`src/design/mpt_pkg.sv`:
```
`timescale 1ns / 1ps

package mpt_pkg;

    localparam int TABLE_ENTRIES = 64;
    localparam int NUM_PORTS     = 16;
    localparam int IDX_W         = (TABLE_ENTRIES > 1) ? $clog2(TABLE_ENTRIES) : 1;
    localparam int CNT_W         = $clog2(TABLE_ENTRIES + 1);
    localparam int VID_W         = 12;
    localparam int MAC_W         = 48;
    localparam int KEY_W         = VID_W + MAC_W;
    localparam int PORT_W        = 4;
    localparam int GROUP_BIT     = 40;

    typedef logic [KEY_W-1:0]     key_t;
    typedef logic [NUM_PORTS-1:0] mask_t;
    typedef logic [IDX_W-1:0]     idx_t;

    localparam logic [1:0] OP_LOOKUP = 2'd0;
    localparam logic [1:0] OP_ADD    = 2'd1;
    localparam logic [1:0] OP_REMOVE = 2'd2;
    localparam logic [1:0] OP_CLEAR  = 2'd3;

    localparam logic [2:0] ST_OK            = 3'd0;
    localparam logic [2:0] ST_PORT_PRESENT  = 3'd1;
    localparam logic [2:0] ST_ENTRY_MISSING = 3'd2;
    localparam logic [2:0] ST_PORT_MISSING  = 3'd3;
    localparam logic [2:0] ST_FULL          = 3'd4;
    localparam logic [2:0] ST_NOT_MULTICAST = 3'd5;

    typedef struct packed {
        logic  en;
        idx_t  addr;
        key_t  key;
        mask_t ports;
    } mpt_wr_t;

endpackage

```
`src/design/multicast_port_table.sv`:
```
`timescale 1ns / 1ps
// clear and non-multicast transactions: result strobe in the cycle after start is taken
// lookup, add and remove: one pass over the entries, ending at the first key match, through a single key comparator fed
// by the entry memory read port, then a decide state that registers the result and its strobe
// busy stays high until the result is registered; a new start is taken in the strobe cycle
// the receiver cannot stall; rst_n clears all entries (valid bits) and the sequencer at once

module multicast_port_table (
    input  logic        clk,
    input  logic        rst_n,
    input  logic        start,
    output logic        busy,
    input  logic [1:0]  operation,
    input  logic [11:0] vlan_id,
    input  logic [47:0] mac_address,
    input  logic [3:0]  port_index,
    output logic        done,
    output logic [15:0] port_mask,
    output logic        hit,
    output logic [2:0]  status
);

    localparam logic [1:0] S_IDLE   = 2'd0;
    localparam logic [1:0] S_SCAN   = 2'd1;
    localparam logic [1:0] S_DECIDE = 2'd2;

    localparam logic [mpt_pkg::CNT_W-1:0] CNT_END = mpt_pkg::CNT_W'(mpt_pkg::TABLE_ENTRIES);
    localparam logic [mpt_pkg::PORT_W:0]  PORT_LIM = (mpt_pkg::PORT_W + 1)'(mpt_pkg::NUM_PORTS);

    logic [1:0]                         state_reg, state_next;
    logic [mpt_pkg::TABLE_ENTRIES-1:0]  valid_reg, valid_next;
    logic [mpt_pkg::CNT_W-1:0]          cnt_reg, cnt_next;
    logic                               pend_reg, pend_next;
    mpt_pkg::idx_t                      pend_idx_reg, pend_idx_next;
    logic                               match_reg, match_next;
    mpt_pkg::idx_t                      match_idx_reg, match_idx_next;
    mpt_pkg::mask_t                     match_ports_reg, match_ports_next;
    logic                               free_reg, free_next;
    mpt_pkg::idx_t                      free_idx_reg, free_idx_next;
    logic                               done_reg, done_next;
    logic [1:0]                         op_reg, op_next;
    mpt_pkg::key_t                      key_reg, key_next;
    logic [mpt_pkg::PORT_W-1:0]         port_reg, port_next;
    mpt_pkg::mask_t                     mask_out_reg, mask_out_next;
    logic                               hit_reg, hit_next;
    logic [2:0]                         status_reg, status_next;

    mpt_pkg::mpt_wr_t wr;
    mpt_pkg::idx_t    issue_idx;
    mpt_pkg::key_t    rd_key;
    mpt_pkg::mask_t   rd_ports;
    mpt_pkg::mask_t   port_bit;
    logic             port_ok;
    logic             key_hit;

    assign issue_idx = cnt_reg[mpt_pkg::IDX_W-1:0];
    assign key_hit   = pend_reg && valid_reg[pend_idx_reg] && (rd_key == key_reg);
    assign port_bit  = mpt_pkg::mask_t'(1) << port_reg;
    assign port_ok   = {1'b0, port_reg} < PORT_LIM;

    mpt_ram u_ram (
        .clk      (clk),
        .wr       (wr),
        .rd_addr  (issue_idx),
        .rd_key   (rd_key),
        .rd_ports (rd_ports)
    );

    always_comb
    begin
        state_next       = state_reg;
        valid_next       = valid_reg;
        cnt_next         = cnt_reg;
        pend_next        = 1'b0;
        pend_idx_next    = issue_idx;
        match_next       = match_reg;
        match_idx_next   = match_idx_reg;
        match_ports_next = match_ports_reg;
        free_next        = free_reg;
        free_idx_next    = free_idx_reg;
        done_next        = 1'b0;
        op_next          = op_reg;
        key_next         = key_reg;
        port_next        = port_reg;
        mask_out_next    = mask_out_reg;
        hit_next         = hit_reg;
        status_next      = status_reg;
        wr.en            = 1'b0;
        wr.addr          = match_idx_reg;
        wr.key           = key_reg;
        wr.ports         = match_ports_reg;

        case (state_reg)
            S_IDLE:
            begin
                if (start)
                begin
                    op_next       = operation;
                    key_next      = {vlan_id, mac_address};
                    port_next     = port_index;
                    mask_out_next = '0;
                    hit_next      = 1'b0;
                    status_next   = mpt_pkg::ST_OK;
                    if (operation == mpt_pkg::OP_CLEAR)
                    begin
                        valid_next = '0;
                        done_next  = 1'b1;
                    end
                    else if (!mac_address[mpt_pkg::GROUP_BIT])
                    begin
                        status_next = mpt_pkg::ST_NOT_MULTICAST;
                        done_next   = 1'b1;
                    end
                    else
                    begin
                        cnt_next   = '0;
                        match_next = 1'b0;
                        free_next  = 1'b0;
                        state_next = S_SCAN;
                    end
                end
            end
            S_SCAN:
            begin
                if (key_hit)
                begin
                    match_next       = 1'b1;
                    match_idx_next   = pend_idx_reg;
                    match_ports_next = rd_ports;
                    state_next       = S_DECIDE;
                end
                else if (cnt_reg != CNT_END)
                begin
                    pend_next = 1'b1;
                    cnt_next  = cnt_reg + 1'b1;
                    if (!free_reg && !valid_reg[issue_idx])
                    begin
                        free_next     = 1'b1;
                        free_idx_next = issue_idx;
                    end
                end
                else if (!pend_reg)
                begin
                    state_next = S_DECIDE;
                end
            end
            S_DECIDE:
            begin
                state_next  = S_IDLE;
                done_next   = 1'b1;
                hit_next    = match_reg;
                mask_out_next = match_reg ? match_ports_reg : '0;
                status_next = mpt_pkg::ST_OK;
                if (op_reg != mpt_pkg::OP_LOOKUP && !port_ok)
                begin
                    status_next = mpt_pkg::ST_PORT_MISSING;
                end
                else
                begin
                    case (op_reg)
                        mpt_pkg::OP_ADD:
                        begin
                            if (!match_reg)
                            begin
                                if (free_reg)
                                begin
                                    wr.en                   = 1'b1;
                                    wr.addr                 = free_idx_reg;
                                    wr.ports                = port_bit;
                                    valid_next[free_idx_reg] = 1'b1;
                                    mask_out_next           = port_bit;
                                    hit_next                = 1'b1;
                                end
                                else
                                begin
                                    status_next = mpt_pkg::ST_FULL;
                                end
                            end
                            else if ((match_ports_reg & port_bit) != '0)
                            begin
                                status_next = mpt_pkg::ST_PORT_PRESENT;
                            end
                            else
                            begin
                                wr.en         = 1'b1;
                                wr.ports      = match_ports_reg | port_bit;
                                mask_out_next = match_ports_reg | port_bit;
                            end
                        end
                        mpt_pkg::OP_REMOVE:
                        begin
                            if (!match_reg)
                            begin
                                status_next = mpt_pkg::ST_ENTRY_MISSING;
                            end
                            else if ((match_ports_reg & port_bit) == '0)
                            begin
                                status_next = mpt_pkg::ST_PORT_MISSING;
                            end
                            else
                            begin
                                wr.en         = 1'b1;
                                wr.ports      = match_ports_reg & ~port_bit;
                                mask_out_next = match_ports_reg & ~port_bit;
                            end
                        end
                        default:
                        begin
                            status_next = mpt_pkg::ST_OK;
                        end
                    endcase
                end
            end
            default:
            begin
                state_next = S_IDLE;
            end
        endcase
    end

    always_ff @(posedge clk or negedge rst_n)
    begin
        if (!rst_n)
        begin
            state_reg <= S_IDLE;
            valid_reg <= '0;
            cnt_reg   <= '0;
            pend_reg  <= 1'b0;
            match_reg <= 1'b0;
            free_reg  <= 1'b0;
            done_reg  <= 1'b0;
        end
        else
        begin
            state_reg <= state_next;
            valid_reg <= valid_next;
            cnt_reg   <= cnt_next;
            pend_reg  <= pend_next;
            match_reg <= match_next;
            free_reg  <= free_next;
            done_reg  <= done_next;
        end
    end

    always_ff @(posedge clk)
    begin
        pend_idx_reg    <= pend_idx_next;
        match_idx_reg   <= match_idx_next;
        match_ports_reg <= match_ports_next;
        free_idx_reg    <= free_idx_next;
        op_reg          <= op_next;
        key_reg         <= key_next;
        port_reg        <= port_next;
        mask_out_reg    <= mask_out_next;
        hit_reg         <= hit_next;
        status_reg      <= status_next;
    end

    assign busy      = (state_reg != S_IDLE);
    assign done      = done_reg;
    assign port_mask = mask_out_reg;
    assign hit       = hit_reg;
    assign status    = status_reg;

endmodule

```
`src/design/mpt_ram.sv`:
```
`timescale 1ns / 1ps

module mpt_ram (
    input  logic             clk,
    input  mpt_pkg::mpt_wr_t wr,
    input  mpt_pkg::idx_t    rd_addr,
    output mpt_pkg::key_t    rd_key,
    output mpt_pkg::mask_t   rd_ports
);

    mpt_pkg::key_t  key_mem   [mpt_pkg::TABLE_ENTRIES];
    mpt_pkg::mask_t ports_mem [mpt_pkg::TABLE_ENTRIES];
    mpt_pkg::key_t  rd_key_reg;
    mpt_pkg::mask_t rd_ports_reg;

    always_ff @(posedge clk)
    begin
        if (wr.en)
        begin
            key_mem[wr.addr]   <= wr.key;
            ports_mem[wr.addr] <= wr.ports;
        end
    end

    always_ff @(posedge clk)
    begin
        rd_key_reg   <= key_mem[rd_addr];
        rd_ports_reg <= ports_mem[rd_addr];
    end

    assign rd_key   = rd_key_reg;
    assign rd_ports = rd_ports_reg;

endmodule

```
`config.mk`:
```
export PLATFORM = sky130hd
export DESIGN_NAME = multicast_port_table
export DESIGN_NICKNAME = d
export VERILOG_FILES = /design/src/design/mpt_pkg.sv /design/src/design/multicast_port_table.sv /design/src/design/mpt_ram.sv
export SDC_FILE = /design/constraint.sdc
export NUM_CORES = 2
export LEC_CHECK = 0
export BUFFER_PORTS_ARGS = -buffer_cell sky130_fd_sc_hd__buf_2
export CORE_MARGIN = 10
export CORE_UTILIZATION = 51
export DETAILED_ROUTE_END_ITERATION = 16
export GPL_TIMING_DRIVEN = 0
export HOLD_SLACK_MARGIN = 0.05
export PLACE_DENSITY = 0.77
export SYNTH_ARGS = -nofsm -noshare
export SYNTH_HDL_FRONTEND = slang
export SYNTH_MEMORY_MAX_BITS = 65536
export SYNTH_SLANG_ARGS = --single-unit
```
`constraint.sdc`:
```
create_clock -name clk -period 6.45 [get_ports clk]
set_clock_uncertainty 0.1 [all_clocks]
set_input_delay 0.645 -clock clk [delete_from_list [all_inputs] [get_ports clk]]
set_output_delay 0.645 -clock clk [all_outputs]
set_load 0.02 [all_outputs]
```
# --- Word-level counts from Yosys, hierarchy flattened ---
# Memories as Yosys holds them, arrays and structs flattened. A register that Yosys moved wholly into a read port is not among the register bits.
# Cells that the tools add are included.
word_totals:
  mem_count: 2
  register_bits: 197
  input_bits: 69
  output_inout_bits: 22
  elab_cells: 155
  ram_bits: 4864
mem_list:
  columns: ["name", "depth", "word_bits", "read_ports", "rd_clocked_by_memory_dff", "write_ports", "line_no", "source"]
  rows:
  - ["u_ram.key_mem", 64, 60, 1, 1, 1, "mpt_ram.sv:11", "mpt_pkg::key_t key_mem [mpt_pkg::TABLE_ENTRIES];"]
  - ["u_ram.ports_mem", 64, 16, 1, 1, 1, "mpt_ram.sv:12", "mpt_pkg::mask_t ports_mem [mpt_pkg::TABLE_ENTRIES];"]
op_classes:
  addsub: 1
  n_eq_ne: 20
  bitwise_logic: 6
  n_shift: 1
  reduce_logical: 21
  n_mux: 83
  n_lt_le_gt_ge: 4
ops:
  columns: ["cell", "n"]
  rows:
  - ["$mux 64", 5]
  - ["$mux 16", 13]
  - ["$pmux 64 s2", 1]
  - ["$pmux 16 s2", 3]
  - ["$or 64x64->64", 1]
  - ["$eq 60x60->1", 1]
  - ["$mux 7", 7]
  - ["$and 16x16->16", 2]
  - ["$mux 1", 27]
  - ["$ne 2x2->1 const B", 11]
  - ["$lt 6x7->1 const B", 3]
  - ["$logic_not 16->1", 1]
  - ["$mux 2", 8]
  - ["$not 16->16", 1]
  - ["$or 16x16->16", 1]
  - ["$reduce_bool 16->1", 1]
  - ["$shl 1x4->16 const A", 1]
  - ["$mux 3", 5]
  - ["$pmux 7 s2", 1]
  - ["$bmux 1 s6", 2]
  - ["$mux 6", 2]
  - ["$pmux 3 s2", 2]
  - ["$reduce_and 6->1", 2]
  - ["$pmux 1 s2", 5]
  - ["other kinds (17)", 30]

# --- Logic depth before layout (Yosys ltp) ---
depth:
  word_depth: 9
  ltp_mapped: 11
  ltp_nobuf: 8

# --- Cells and area by module ---
# From an unflattened synthesis, not the netlist that was laid out.
unflattened:
  hier_cells: 8690
  hier_area_um2: 195317.3
modules_own_cells:
  columns: ["module", "seq_area_each_um2", "area_each_um2", "cells_each", "n_inst"]
  rows:
  - ["mpt_ram", 147581.5, 184954.9, 7705, 1]
  - ["multicast_port_table", 5470.2, 10362.4, 985, 1]

# --- Worst setup path before layout ---
# No wires, ideal clock.
synth_timing:
  kind: "register to register"
  from: "register port_reg[2] in the netlist's numbering"
  to: "memory u_ram.key_mem[11][0] in the netlist's numbering, enable pin"
  n_path_buf: 1
  period_less_slack_ps: 5886
  setup_time_ps: 511
  path_stages_with_launch: 9
  t_arrival_ps: 5274
  required_ps: 5839
  setup_slack_ps: 564
  path_cell_list: "edfxtp_1 clkbuf_1 mux2i_1 o32a_1 nand4_1 o31ai_2 mux2_4 nand3_1 nor2_1"
synth_between:
  elab_chain_cells: 9
  word_cells_on_any_way: 12
  classes_between: "shift: 1; mux: 8; bitwise: 1; reduce/logical: 2"
synth_rtl:
  columns: ["item", "line_no", "source"]
  rows:
  - ["from (decl)", "multicast_port_table.sv:43", "logic [mpt_pkg::PORT_W-1:0] port_reg, port_next;"]
  - ["from (signal assigned)", "multicast_port_table.sv:253", "port_reg <= port_next;"]
  - ["$shl 1x4->16 (*)", "multicast_port_table.sv:58", "assign port_bit = mpt_pkg::mask_t'(1) << port_reg;"]
  - ["$and 16x16->16 (*)", "multicast_port_table.sv:179, multicast_port_table.sv:196", null]
  - ["$logic_not 16->1 / $reduce_bool 16->1 (equally long branches)", "multicast_port_table.sv:196, multicast_port_table.sv:179", null]
  - ["$mux 1, on equally long branches", "multicast_port_table.sv:196, multicast_port_table.sv:179", null]
  - ["$mux 1, on equally long branches", "multicast_port_table.sv:192, multicast_port_table.sv:163", null]
  - ["$pmux 1 s2 (*)", "multicast_port_table.sv:160", "case (op_reg)"]
  - ["$mux 7 (*)", "multicast_port_table.sv:93", "case (state_reg)"]
  - ["$mux 1 (*)", "mpt_ram.sv:18", "if (wr.en)"]
  - ["$mux 1 (not written as such) (*)", "mpt_ram.sv:20", "key_mem[wr.addr] <= wr.key;"]
  - ["to (decl)", "mpt_ram.sv:11", null]
# Every way passes the cells marked *; elsewhere a longest branch is shown, timed or not.

# --- Worst setup path in the final report ---
layout_timing:
  from: "register key_reg[4]"
  to: "register match_ports_reg[8], enable pin"
layout_between:
  elab_chain_cells: 3
layout_rtl:
  columns: ["item", "line_no", "source"]
  rows:
  - ["from (decl)", "multicast_port_table.sv:42", "mpt_pkg::key_t key_reg, key_next;"]
  - ["from (signal assigned)", "multicast_port_table.sv:252", "key_reg <= key_next;"]
  - ["$eq 60x60->1", "multicast_port_table.sv:57", "assign key_hit = pend_reg && valid_reg[pend_idx_reg] && (rd_key == key_reg);"]
  - ["$logic_and 1x1->1", "multicast_port_table.sv:57", null]
  - ["$reduce_and 2->1 (no source line)", null, null]
  - ["to (signal assigned)", "multicast_port_table.sv:249", "match_ports_reg <= match_ports_next;"]
  - ["to (decl)", "multicast_port_table.sv:37", "mpt_pkg::mask_t match_ports_reg, match_ports_next;"]
# Every way passes these cells.
# A chain may end at the register's enable or synchronous reset.

==> results.txt <==
- Standard cell core area: 382000 sq um
- Result of the run: finished, violations left
- Post-Layout Cell Count: 14.36k
* Most used flip-flop cell after synthesis: sky130_fd_sc_hd__edfxtp_1
- The tree built by TritonCTS fans out to 5137 sinks.
- Commonest non-fill, non-tap cell in the layout: sky130_fd_sc_hd__edfxtp_1
- The routed design uses 287000 um of met2 wire.
- Clk root buf: sky130_fd_sc_hd__clkbuf_16
- In the layout the commonest cells are 4978 x sky130_fd_sc_hd__edfxtp_1, 1624 x sky130_fd_sc_hd__mux4_2, 469 x sky130_fd_sc_hd__clkbuf_16.
- Combinational cells account for 0.2% of the total power.
- Worst relative slew slack: 0.05621%
- In the routed layout, each cell is associated on average with a via count of 7.074.
- Net switching is 19.89% of the power.
- Summed over all nets, wire length on met3 after detailed routing comes to 83000 um.
* Vias in the first global route: 101.6k
- Portion of total power attributed to sequential cells: 55.7%
* FF+latch count, synth: 5137
- Final number of setup-violating endpoints: 0
- The final layout contains 8911 nets.
- Across every metal layer, demand over resource in global routing totals 28.75%.
- Growth of design area from synthesis to finish: 15.89%
- Clock network latency to the later pin of the worst-skew pair: 1040 ps
- At the end of routability-driven placement, the weighted congestion stood at 0.8329.
- Flop-to-flop setup slack: 270 ps
- Measured along the y axis, the die boundary spans 639.2 um.
- Number of H-tree levels: 5
* Power per cell area: 285.2 nW/um^2
- After technology mapping, the gate count stands at 7877.
- In this run the critical register-to-register path is launched from key_reg[4].
- Number of warnings printed during yosys synthesis: 0
* Tmin final: 6183 ps
- TritonCTS built the clock tree.
* Max Cap Violations: 1
- Site Rows: 227
* Clock transition at path regs: 70 ps
- The worst setup path is of the flip-flop to flip-flop kind.
* Crit path capture type: flip-flop
* Number of filler cells placed in the layout: 23.88k
* Number of buffers created by CTS: 464
- The register with the most flip-flops in the layout has 3840 of them.
- Hold is met by 76.06 ps.
- Summing all multi-input logic gate instances after layout gives 41270 sq um.
- Synthesis produced a netlist with a net count of 7950.
* Sequential-to-total area share from yosys stat: 78.28%
- Setup repair after global routing left no endpoint under its margin.
- The first routing iteration left 17.92k violations.
* Reported net switching power: 0.01286 W
- Total global routing overflow: 0
- The die covers 408600 sq um.
* Initial antenna violation count: 64
- In this run the post-CTS setup repair buffer count came out at 0.
* Share of final-layout standard cells stronger than drive strength 1: 32.47%
- Top layer reached by signal wires: met5
- The synthesized design contains 4978 enable-type register cells.
- Launch point of the critical path: key_reg[4]
* Leak Pwr: 73.51 nW
* Avg Cell Area, Syn: 24.82 sq um
- Detailed-route wire length: 597800 um
- Max-slew violation count: 0
* Number of routed nets with antenna violations: 0
- Largest net degree at the start of global routing: 65
* Fraction of registers with async set/reset: 1.499%
- In the routed design, unresolved DRC markers number 0.
- The number of failing hold endpoints at the final stage was 0.
- The number of different library cells used by synthesis comes to 71.
* Worst-Margin Slew: 1499 ps
- Max Freq: 161.7 MHz
* Required time worst endpoint: 7060 ps
- Clock share of power: 44.1%
- Routed length per instance: 41.63 um
- Cell Int Power: 0.05177 W
- Startpoint type of the worst setup path: flip-flop
- Starting density of the core: 51.18%
- Violations in the final reports: max-capacitance violations
- The first global-routing pass estimated 825700 um of wire.
- Of all nets on the critical path, the largest fanout is 37.
* Share of the cycle needed by the critical path after routing: 95.86%
* Worst supply voltage drop on vdd: 268.5 uV
- DR pass1 iterations: 7
* Setup TNS: 0 ps
- After synthesis the cells add up to 195500 sq um.
- Data on the critical path arrives at its endpoint at 6800 ps.
- The count of buffers added on input and output ports is 90.
* Sequential cell area: 153100 sq um
- The clock passes through at most 4 buffers.
- Overall die width: 639.2 um
- Vias post-DR: 101.6k
- After detailed placement, the design holds a cell count of 13.34k.
- Detailed-route wire length on metal 1: 184100 um
- After legalization and detailed placement, the total HPWL measured 351900 um.
- Kind of path behind the tightest hold check: input port to asynchronous set/reset pin
- Top Ports: 91
[critical path: stages, from the launching register on]
cell                       delay (ps)
sky130_fd_sc_hd__edfxtp_1         820
sky130_fd_sc_hd__buf_16           370
sky130_fd_sc_hd__xnor2_1          930
sky130_fd_sc_hd__nand4_1          410
sky130_fd_sc_hd__nor4_2           870
sky130_fd_sc_hd__nand3_1          760
sky130_fd_sc_hd__or4_4            700
sky130_fd_sc_hd__buf_12           170
sky130_fd_sc_hd__nor2_2           440
sky130_fd_sc_hd__buf_8            250
[final timing paths]
kind / depth (start not counted) / endpoint
setup / recovery: 9 / match_ports_reg[8]
max in group asynchronous: 3 / valid_reg[32]
min in group clk: 2 / key_reg[30]
hold reg to reg: 0 / match_ports_reg[13]
hold / removal: 3 / valid_reg[63]
setup reg to reg: 9 / match_ports_reg[8]
[cell usage after synthesis, types with 6 or more instances]
cell	count	area [sq um]
sky130_fd_sc_hd__a21oi_1	80	400.4
sky130_fd_sc_hd__a31oi_1	25	156.4
sky130_fd_sc_hd__a32o_1	9	90.09
sky130_fd_sc_hd__and3_1	8	50.05
sky130_fd_sc_hd__buf_1	27	101.4
sky130_fd_sc_hd__buf_2	127	635.6
sky130_fd_sc_hd__clkbuf_1	249	934.7
sky130_fd_sc_hd__dfrtp_1	77	1927
sky130_fd_sc_hd__dfxtp_1	82	1642
sky130_fd_sc_hd__edfxtp_1	4978	149500
sky130_fd_sc_hd__inv_1	17	63.81
sky130_fd_sc_hd__mux2i_1	25	250.2
sky130_fd_sc_hd__mux4_2	1624	36580
sky130_fd_sc_hd__nand2_1	63	236.5
sky130_fd_sc_hd__nand2b_1	7	43.79
sky130_fd_sc_hd__nand3_1	25	125.1
sky130_fd_sc_hd__nand4_1	14	87.58
sky130_fd_sc_hd__nor2_1	188	705.7
sky130_fd_sc_hd__nor2b_1	22	137.6
sky130_fd_sc_hd__nor3_1	13	65.06
sky130_fd_sc_hd__nor3b_1	10	75.07
sky130_fd_sc_hd__nor4_1	6	37.54
sky130_fd_sc_hd__o211ai_1	11	82.58
sky130_fd_sc_hd__o21ai_0	41	205.2
sky130_fd_sc_hd__o22ai_1	9	56.30
sky130_fd_sc_hd__o31ai_1	9	67.56
sky130_fd_sc_hd__xnor2_1	45	394.1
sky130_fd_sc_hd__xor2_1	8	70.07
[routing by layer]
metal | track usage [%] | vias up
li1 | - | 36275
met1 | 35.05 | 53056
met2 | 45.56 | 10091
met3 | 9.085 | 2094
met4 | 17.00 | 62
met5 | 0 | -
[metrics by stage]
| step | utilization (%) | worst slack (ps) | area [sq um] | total power (W) |
|---|---|---|---|---|
| 6_report | 59.32 | 267.1 | 226600 | 0.06463 |
| 5_1_grt | 59.29 | 327.1 | 226500 | 0.06575 |
| 4_1_cts | 59.26 | 46.39 | 226400 | 0.06463 |
| 3_5_place_dp | 55.07 | 160.7 | 210400 | 0.03680 |
| 3_3_place_gp | 52.95 | -5165 | 202300 | 0.03680 |
| 2_1_floorplan | - | 564.5 | 195500 | 0.03675 |
[power groups by stage]
stage / combinational, W / clock, W / sequential [W]
floorplan: 0.0000132 / 0 / 0.0367
global placement: 0.0000622 / 0 / 0.0367
detailed placement: 0.0000662 / 0 / 0.0367
CTS: 0.000103 / 0.0285 / 0.0360
global route: 0.000109 / 0.0297 / 0.0360
finish: 0.000103 / 0.0285 / 0.0360
[timing repair]
action                     CTS  global route
hold buffers                69             0
gates resized for setup      0             1
setup endpoints to repair    0            22
hold endpoints to repair   145             0
[final cells by class]
cell class              count  share of cell area (%)
flip-flops and latches   5137                   67.54
multi-input cells        2309                   18.22
clock buffers             629                   5.599
repair buffers            495                   3.770
well taps                5038                   2.782
clock inverters           244                   1.166
plain buffers             413                  0.8106
diodes                     76                 0.08393
inverters                  18                 0.02982
[cells by family after synthesis]
group           Yosys count  share of synthesized area (%)
flops                  5137                          78.28
mux                    1660                          18.94
buf+inv                 431                         0.9490
simple gates            376                         0.8876
compound gates          216                         0.6860
xor+xnor                 53                         0.2374
fa+ha+maj                 4                        0.02560
Power figures use the tool's default switching activity.
